==> src/hw/rtl/lagrange_interpolation_eval_top_macros.svh <==
// assertion macros for the lagrange evaluator
// no dependencies
`ifndef LAGRANGE_INTERPOLATION_EVAL_TOP_MACROS_SVH
`define LAGRANGE_INTERPOLATION_EVAL_TOP_MACROS_SVH
`define LIE_ASSERT(label, clk, rst_n, prop, msg) \
  label: assert property (@(posedge clk) disable iff (!rst_n) (prop)) else $error(msg);
`endif

==> src/hw/rtl/lie_pkg.sv <==
// shared types and constants for the lagrange evaluator
// no dependencies
package lie_pkg;
  localparam int unsigned MaxNodes = 8;
  localparam logic [1:0] ActClear = 2'd0;
  localparam logic [1:0] ActLoad = 2'd1;
  localparam logic [1:0] ActEval = 2'd2;
  localparam logic [62:0] MagLimit = 63'h3FFF_FFFF_FFFF_FFFF;

  typedef struct packed {
    logic start;
    logic signed [63:0] w;
    logic signed [16:0] num;
    logic signed [16:0] den;
  } scale_req_t;

  typedef struct packed {
    logic done;
    logic clip;
    logic signed [63:0] w;
  } scale_rsp_t;
endpackage

==> src/hw/rtl/lagrange_interpolation_eval_top.sv <==
// lagrange interpolation evaluator: node stores, sequencer and output register
// uses lie_pkg, lie_ram, lie_scale and the assertion macro header
// clear and a load below MaxNodes update the node count when accepted; evaluate checks
// the nodes and, with no duplicate x, runs one scale per ordered pair in the 79-step serial
// divider of lie_scale one item at a time; result held in an output register until taken
// rst_ni asynchronously clears the node count and control; stores are unset
`include "lagrange_interpolation_eval_top_macros.svh"
module lagrange_interpolation_eval_top #(
  parameter int unsigned MaxNodes = lie_pkg::MaxNodes
) (
  input  logic        clk_i,
  input  logic        rst_ni,
  input  logic        s_axis_tvalid,
  output logic        s_axis_tready,
  input  logic [1:0]  s_axis_tuser,  // action
  input  logic [47:0] s_axis_tdata,  // node_x, node_y, query_x
  output logic        m_axis_tvalid,
  input  logic        m_axis_tready,
  output logic [47:0] m_axis_tdata,  // value
  output logic [2:0]  m_axis_tuser   // order_error, duplicate_error, saturated
);
  localparam int unsigned Aw = (MaxNodes > 1) ? $clog2(MaxNodes) : 1;
  localparam int unsigned Cw = $clog2(MaxNodes + 1);

  typedef enum logic [8:0] {
    Idle = 9'b000000001, ChkRd = 9'b000000010, ChkCmp = 9'b000000100,
    IRd = 9'b000001000, JRd = 9'b000010000, JWait = 9'b000100000,
    Scale = 9'b001000000, Accum = 9'b010000000, Out = 9'b100000000
  } state_e;
  state_e state_q, state_d;

  logic [Cw-1:0] count_q;
  logic [Cw-1:0] i_q, j_q;
  logic [Aw-1:0] raddr;
  logic [15:0] xr, yr;
  logic signed [15:0] xi_q, q_q, xprev_q;
  logic ord_q, dup_q, clip_q;
  logic signed [63:0] w_q, acc_q;
  logic signed [64:0] sum;
  logic [47:0] val_q;
  logic [2:0] flg_q;
  logic ovalid_q;
  logic load;
  lie_pkg::scale_req_t sreq;
  lie_pkg::scale_rsp_t srsp;

  assign s_axis_tready = (state_q == Idle) && !ovalid_q;
  assign load = s_axis_tvalid && s_axis_tready && (s_axis_tuser == lie_pkg::ActLoad)
                && (count_q < Cw'(MaxNodes));

  always_comb begin
    raddr = i_q[Aw-1:0];
    if (state_q == JRd || state_q == ChkRd && i_q != j_q) raddr = j_q[Aw-1:0];
  end

  lie_ram #(.Width(16), .Depth(MaxNodes)) u_xram (
    .clk_i, .we_i(load), .waddr_i(count_q[Aw-1:0]), .wdata_i(s_axis_tdata[15:0]),
    .raddr_i(raddr), .rdata_o(xr));
  lie_ram #(.Width(16), .Depth(MaxNodes)) u_yram (
    .clk_i, .we_i(load), .waddr_i(count_q[Aw-1:0]), .wdata_i(s_axis_tdata[31:16]),
    .raddr_i(raddr), .rdata_o(yr));

  assign sreq.start = (state_q == JWait) && (j_q != i_q);
  assign sreq.w = w_q;
  assign sreq.num = 17'(q_q) - 17'($signed(xr));
  assign sreq.den = 17'(xi_q) - 17'($signed(xr));

  lie_scale u_scale (.clk_i, .rst_ni, .req_i(sreq), .rsp_o(srsp));

  assign sum = 65'(acc_q) + 65'(w_q);

  // check pass: i walks pairs (i, j>i) reading x[i] in ChkRd when j==i
  always_comb begin
    state_d = state_q;
    unique case (state_q)
      Idle: if (s_axis_tvalid && s_axis_tready && s_axis_tuser == lie_pkg::ActEval)
              state_d = (count_q == '0) ? Out : ChkRd;
      ChkRd: state_d = ChkCmp;
      ChkCmp: begin
        if (j_q + Cw'(1) < count_q || j_q == i_q && i_q + Cw'(1) < count_q)
          state_d = ChkRd;
        else if (i_q + Cw'(2) < count_q) state_d = ChkRd;
        else state_d = dup_q || (i_q != j_q && xr == xi_q) ? Out : IRd;
      end
      IRd: state_d = JRd;
      JRd: state_d = JWait;
      JWait: state_d = (j_q != i_q) ? Scale
                     : (j_q + Cw'(1) < count_q) ? JRd : Accum;
      Scale: if (srsp.done) state_d = (j_q + Cw'(1) < count_q) ? JRd : Accum;
      Accum: state_d = (i_q + Cw'(1) < count_q) ? IRd : Out;
      Out: state_d = Idle;
      default: state_d = Idle;
    endcase
  end

  always_ff @(posedge clk_i or negedge rst_ni) begin
    if (!rst_ni) begin
      state_q <= Idle;
      count_q <= '0;
      ovalid_q <= 1'b0;
    end else begin
      state_q <= state_d;
      if (s_axis_tvalid && s_axis_tready && s_axis_tuser == lie_pkg::ActClear)
        count_q <= '0;
      else if (load) count_q <= count_q + Cw'(1);
      if (state_q == Out) ovalid_q <= 1'b1;
      else if (m_axis_tready) ovalid_q <= 1'b0;
    end
  end

  always_ff @(posedge clk_i) begin
    unique case (state_q)
      Idle: begin
        q_q <= $signed(s_axis_tdata[47:32]);
        i_q <= '0; j_q <= '0;
        ord_q <= 1'b0; dup_q <= 1'b0; clip_q <= 1'b0; acc_q <= '0;
      end
      ChkRd: ;
      ChkCmp: begin
        if (j_q == i_q) begin
          xi_q <= $signed(xr);
          j_q <= i_q + Cw'(1);
        end else begin
          if (xr == xi_q) dup_q <= 1'b1;
          if (j_q == i_q + Cw'(1) && $signed(xr) < xi_q) ord_q <= 1'b1;
          if (j_q + Cw'(1) < count_q) j_q <= j_q + Cw'(1);
          else begin
            i_q <= (i_q + Cw'(2) < count_q) ? i_q + Cw'(1) : '0;
            j_q <= (i_q + Cw'(2) < count_q) ? i_q + Cw'(1) : '0;
          end
        end
      end
      IRd: j_q <= '0;
      JRd: if (j_q == '0) begin
        xi_q <= $signed(xr);
        w_q <= 64'($signed(yr)) <<< 16;
      end
      JWait: if (j_q == i_q) j_q <= j_q + Cw'(1);
      Scale: if (srsp.done) begin
        w_q <= srsp.w;
        clip_q <= clip_q | srsp.clip;
        j_q <= j_q + Cw'(1);
      end
      Accum: begin
        if (sum > 65'($signed({1'b0, lie_pkg::MagLimit}))) begin
          acc_q <= 64'($signed({1'b0, lie_pkg::MagLimit})); clip_q <= 1'b1;
        end else if (sum < -65'($signed({1'b0, lie_pkg::MagLimit}))) begin
          acc_q <= -64'($signed({1'b0, lie_pkg::MagLimit})); clip_q <= 1'b1;
        end else acc_q <= sum[63:0];
        i_q <= i_q + Cw'(1);
      end
      Out: begin
        if (dup_q) begin
          val_q <= '0; flg_q <= {1'b0, 1'b1, ord_q};
        end else if (acc_q > 64'sh7FFF_FFFF_FFFF) begin
          val_q <= 48'h7FFF_FFFF_FFFF; flg_q <= {1'b1, 1'b0, ord_q};
        end else if (acc_q < -64'sh8000_0000_0000) begin
          val_q <= 48'h8000_0000_0000; flg_q <= {1'b1, 1'b0, ord_q};
        end else begin
          val_q <= acc_q[47:0]; flg_q <= {clip_q, 1'b0, ord_q};
        end
      end
      default: ;
    endcase
  end

  assign m_axis_tvalid = ovalid_q;
  assign m_axis_tdata = val_q;
  assign m_axis_tuser = flg_q;

  `LIE_ASSERT(a_ready_idle, clk_i, rst_ni, s_axis_tready |-> state_q == Idle, "ready out of idle")
  `LIE_ASSERT(a_count_max, clk_i, rst_ni, count_q <= Cw'(MaxNodes), "node count overflow")
  `LIE_ASSERT(a_out_valid, clk_i, rst_ni, state_q == Out |=> m_axis_tvalid, "result lost")
endmodule

==> src/hw/rtl/lie_ram.sv <==
// generic simple dual-port ram (separate write and read address) with registered read
// no dependencies
module lie_ram #(
  parameter int unsigned Width = 16,
  parameter int unsigned Depth = 8,
  localparam int unsigned Aw = (Depth > 1) ? $clog2(Depth) : 1
) (
  input  logic             clk_i,
  input  logic             we_i,
  input  logic [Aw-1:0]    waddr_i,
  input  logic [Width-1:0] wdata_i,
  input  logic [Aw-1:0]    raddr_i,
  output logic [Width-1:0] rdata_o
);
  logic [Width-1:0] mem_q [Depth];
  always_ff @(posedge clk_i) begin
    if (we_i) mem_q[waddr_i] <= wdata_i;
    rdata_o <= mem_q[raddr_i];
  end
endmodule

==> src/hw/rtl/lie_scale.sv <==
// shared scale unit: round(w * num / den) with magnitude clip
// a multiply step, then a 1-bit-per-cycle restoring divider; uses lie_pkg
module lie_scale (
  input  logic               clk_i,
  input  logic               rst_ni,
  input  lie_pkg::scale_req_t req_i,
  output lie_pkg::scale_rsp_t rsp_o
);
  typedef enum logic [3:0] {
    SIdle = 4'b0001, SMul = 4'b0010, SDiv = 4'b0100, SFin = 4'b1000
  } sstate_e;
  sstate_e state_q, state_d;
  logic neg_q;
  logic [62:0] m_q;
  logic [15:0] d_q;
  logic [16:0] e_q;
  logic [78:0] quo_q;
  logic [17:0] rem_q;
  logic [6:0] cnt_q;
  logic signed [63:0] w_q;
  logic clip_q, done_q;
  logic [63:0] wabs;
  logic [16:0] nabs, dabs;
  logic [78:0] prod;
  logic [17:0] rsh;
  logic [62:0] v;
  logic over;

  assign wabs = req_i.w[63] ? 64'(-req_i.w) : 64'(req_i.w);
  assign nabs = req_i.num[16] ? 17'(-req_i.num) : 17'(req_i.num);
  assign dabs = req_i.den[16] ? 17'(-req_i.den) : 17'(req_i.den);
  assign prod = 79'(m_q) * 79'(d_q);
  assign rsh = {rem_q[16:0], quo_q[78]};
  assign over = (quo_q[78:63] != '0) || (quo_q[62:0] >= lie_pkg::MagLimit);
  assign v = over ? lie_pkg::MagLimit
                  : quo_q[62:0] + 63'({rem_q[16:0], 1'b0} >= {1'b0, e_q});

  always_comb begin
    state_d = state_q;
    unique case (state_q)
      SIdle: if (req_i.start) state_d = SMul;
      SMul: state_d = SDiv;
      SDiv: if (cnt_q == 7'd78) state_d = SFin;
      SFin: state_d = SIdle;
      default: state_d = SIdle;
    endcase
  end

  always_ff @(posedge clk_i or negedge rst_ni) begin
    if (!rst_ni) begin
      state_q <= SIdle;
      done_q <= 1'b0;
    end else begin
      state_q <= state_d;
      done_q <= (state_q == SFin);
    end
  end

  always_ff @(posedge clk_i) begin
    unique case (state_q)
      SIdle: begin
        m_q <= wabs[62:0];
        d_q <= nabs[15:0];
        e_q <= dabs;
        neg_q <= req_i.w[63] ^ req_i.num[16] ^ req_i.den[16];
        cnt_q <= '0;
      end
      SMul: begin
        quo_q <= prod;
        rem_q <= '0;
      end
      SDiv: begin
        if (rsh >= {1'b0, e_q}) begin
          rem_q <= rsh - {1'b0, e_q};
          quo_q <= {quo_q[77:0], 1'b1};
        end else begin
          rem_q <= rsh;
          quo_q <= {quo_q[77:0], 1'b0};
        end
        cnt_q <= cnt_q + 7'd1;
      end
      SFin: begin
        w_q <= neg_q ? -$signed({1'b0, v}) : $signed({1'b0, v});
        clip_q <= over;
      end
      default: ;
    endcase
  end

  assign rsp_o.done = done_q;
  assign rsp_o.clip = clip_q;
  assign rsp_o.w = w_q;
endmodule

==> config.mk <==
export PLATFORM = sky130hd
export DESIGN_NAME = lagrange_interpolation_eval_top
export DESIGN_NICKNAME = d
export VERILOG_FILES = /design/src/hw/rtl/lie_pkg.sv /design/src/hw/rtl/lagrange_interpolation_eval_top.sv /design/src/hw/rtl/lie_ram.sv /design/src/hw/rtl/lie_scale.sv
export VERILOG_INCLUDE_DIRS = /design/src /design/src/hw/rtl
export SDC_FILE = /design/constraint.sdc
export NUM_CORES = 2
export LEC_CHECK = 0
export BUFFER_PORTS_ARGS = -buffer_cell sky130_fd_sc_hd__buf_2
export CAP_MARGIN = 20
export CORE_UTILIZATION = 65
export CTS_CLUSTER_SIZE = 14
export DETAILED_ROUTE_END_ITERATION = 10
export PLACE_DENSITY = 0.79
export SLEW_MARGIN = 15
export SYNTH_ARGS = -nofsm -noshare
export SYNTH_HDL_FRONTEND = slang
export SYNTH_HIERARCHICAL = 1
export SYNTH_SLANG_ARGS = --single-unit
==> constraint.sdc <==
create_clock -name clk_i -period 17.3 [get_ports clk_i]
set_clock_uncertainty 0.05 [all_clocks]
set_input_delay 3.46 -clock clk_i [delete_from_list [all_inputs] [get_ports clk_i]]
set_output_delay 3.46 -clock clk_i [all_outputs]
set_load 0.02 [all_outputs]
==> run_results.csv <==
group,metric,value,unit
run_status,status,"finished clean",
die,die-area,0.115,sq mm
logic_synthesis,synthesis.nets,8653,
worst_hold_path,hold_depth,0,
route,vias_per_cell,6.29,
global_routing,grt-ovfl-total,0,
placement,placed_cells,8744,
route,wire_per_inst,23.8,microns
critical_path,crit_type,"flip-flop to flip-flop",
route,routed_wirelength,212,mm
clock_network,clkLatencyLatePin,0.71,ns
critical_path,slowest_stage,"buf_4",
logic_synthesis,yosysSeqAreaShare,31.6,%
global_routing,grt_max_degree,80,
die,fp.coreArea,0.113,sq mm
logic_synthesis,ys_seq_elements,794,
final_layout,final_cells,8907,
clock_network,post-cts-setup-buffer-count,0,
critical_path,cp_top_family,"adder cells",
route,ant_nets,0,
sta,setup_violations,0,
clock_network,cts.sinks,794,
logic_synthesis,yosys_warnings,6,
placement,place_area,0.0756,sq mm
critical_path,crit_chain,"buf_4 -> nand2_1 -> fa_1 -> inv_1 -> fa_1 -> fa_1 -> fa_1 -> fa_1 -> inv_1 -> fa_1 -> inv_1 -> ha_1 -> nand4_1 -> nor3_1 -> nand3_1 -> a31oi_1 -> o21ai_0 -> o41ai_1 -> a21oi_1 -> o21ai_0 -> a221oi_1 -> xnor2_1 -> o21ai_0",
critical_path,timing.critical_path.mode_cell,"fa_1",
route,firstDrtPassIters,6,
final_layout,areaGrowthSynthToFinish,5.87,%
critical_path,critPathMaxFanout,42,
clock_network,cts_hold_buf,0,
logic_synthesis,synthCells,7455,
global_routing,antenna_found_initial,6,
worst_hold_path,worstHoldPathType,"flip-flop to flip-flop",
sta,relSlewSlack,17.3,%
sta,fmaxAchievable,116,MHz
critical_path,critPathCaptureType,"flip-flop",
logic_synthesis,post-synth-top-count-cell,"nand2_1",
placement,dp_hpwl,158,mm
die,ios,107,
die,fp-row-count,123,
logic_synthesis,synth_flop_cell,"edfxtp_1",
critical_path,critPathRequiredTime,17.62,ns
logic_synthesis,yosys-top-cells-area,"edfxtp_1, fa_1, nand2_1",
logic_synthesis,synth_cell_types,115,
final_layout,utilization,69.6,%
critical_path,worst_ep_arrival_time,8.94,ns
logic_synthesis,synth_area,0.0741,sq mm
route,via_count,56000,
sta,drv_slew,0,
placement,io_buffers,106,
final_layout,fin_area,0.0785,sq mm
sta,final.min_clock_period,8.62,ns
die,fp.dieH,340,microns
clock_network,htreeDepth,3,
clock_network,numCtsBuffers,87,
final_layout,drive_gt1_share,6.52,%
critical_path,cpPeakStageDelay,0.63,ns
sta,rsz0062_at_grt,"no",
clock_network,ctsResizeCount,0,
critical_path,startpoint,"u_scale/d_q[12]",
critical_path,start_kind,"flip-flop",
sta,min_period_over_period,49.8,%
critical_path,r2r-start,"u_scale/d_q[12]",
die,initial_core_util,65.7,%
route,drtIter0Drc,5787,
clock_network,cts_buffer_depth,3,
global_routing,track_usage,37.4,%
clock_network,cts.root.buffer_cell,"clkbuf_16",
clock_network,cts_tree,"built",
final_layout,nFillCells,8325,
final_layout,fin_nets,8531,
flow_run,max_cap_viol_count,0,
logic_synthesis,synth_top_cell_by_area,"edfxtp_1",
sta,fin_tns_setup,0,ns
placement,gp_congestion,0.996,
critical_path,r2r_slack,8.68,ns
critical_path,r2r_cells,23,
final_layout,seq_area,0.0234,sq mm
route,drc,0,
final_layout,multi_input_area,0.0452,sq mm
clock_network,path_clk_slew,0.06,ns
sta,tightest_slew,1.23,ns
logic_synthesis,synth_edf_count,743,
die,die_w,340,microns
logic_synthesis,synth_area_per_cell,9.94,sq um
worst_hold_path,hold_path_startpoint,"ord_q",
global_routing,grt_pass1_wl,329,mm
worst_hold_path,min_to,"m_axis_tuser[0]",
logic_synthesis,synth_top_area_share,30.1,%
global_routing,grt_pass1_vias,56900,
logic_synthesis,synthArstFlopShare,2.39,%
logic_synthesis,ys_top_cells_by_count,"nand2_1, inv_1, fa_1",
critical_path,cp_num_buf_inv,4,
critical_path,r2r-end,"u_scale/quo_q[78]",
sta,finalHoldViolCount,0,
-- final cells by class --
| class | count | share of cell area (%) |
|---|---|---|
| Clock buffer | 113 | 2.99 |
| Timing Repair Buffer | 179 | 1.37 |
| Tap cell | 1500 | 2.39 |
| Multi-Input combinational cell | 5207 | 57.6 |
| Inverter | 1064 | 5.09 |
| Sequential cell | 794 | 29.9 |
| Clock inverter | 46 | 0.713 |
| Antenna cell | 4 | 0.0128 |
-- cell usage in the layout, fill, tap and decap left out, drive strengths merged, types with 33 or more instances in the layout --
cell / netlist / routed
nand2: 1112 / 1112
inv: 1063 / 1066
fa: 856 / 856
edfxtp: 743 / 743
a21oi: 397 / 397
nor2: 393 / 393
and2: 377 / 377
ha: 288 / 288
o21ai: 249 / 249
xnor2: 241 / 241
buf: 67 / 179
clkbuf: 323 / 113
xor2: 101 / 101
nand4: 98 / 98
a21o: 94 / 94
nor3: 82 / 82
nand3: 79 / 79
mux4: 64 / 64
mux2: 50 / 50
nor4: 50 / 50
o31ai: 48 / 48
nand2b: 44 / 44
or3: 37 / 37
and3: 35 / 35
o21bai: 35 / 35
nor2b: 33 / 33
-- through the flow --
step | hold slack (ns) | setup WS, ns
final | 0.385 | 8.68
after global routing | 0.381 | 8.31
after CTS | 0.377 | 8.81
after detailed placement | 0.360 | 8.89
after global placement | 0.361 | 8.91
after floorplan | 0.350 | 5.25
-- routing by layer --
| layer | global-route usage (%) | part of all wire, % |
|---|---|---|
| met3 | 9.02 | 11 |
| met4 | 20.2 | 6.2 |
| met2 | 56.7 | 45 |
| met5 | 0.123 | 0.020 |
| met1 | 50.0 | 38 |
-- worst max-delay path by stage --
stage / end / cells after the start
2_1_floorplan: u_scale/cnt_q[0] / 3
3_3_place_gp: u_scale/quo_q[78] / 23
3_5_place_dp: u_scale/quo_q[78] / 25
4_1_cts: u_scale/quo_q[78] / 25
5_1_grt: u_scale/quo_q[78] / 25
6_report: u_scale/quo_q[78] / 23
-- worst register-to-register path, delay by kind of cell, from the launching register on --
kind / cells / cell delay (ns)
fa+ha+maj: 7 / 3.56
compound gates: 7 / 2.13
simple gates: 4 / 1.33
buf+inv: 4 / 0.79
flops: 1 / 0.33
xor+xnor: 1 / 0.15
-- state kept, by name, summed over array words and instances (netlist names), 48 cells and up --
signal and cells:
w_q 64, u_scale/m_q 63, acc_q 64, u_scale/w_q 64
u_yram/mem_q 128, u_scale/quo_q 79, m_axis_tdata 48, u_xram/mem_q 128
-- cell families after synthesis --
kind of cell    after synthesis  synth area share (%)
compound gates             1124                  9.71
mux                         139                  3.32
fa+ha+maj                  1144                  28.0
simple gates               2458                  15.7
buf+inv                    1454                  7.63
flops                       794                  31.6
xor+xnor                    342                  4.04
Power is not shown: default switching activity piles up to over one toggle a cycle in this logic, so the estimate is an artifact.
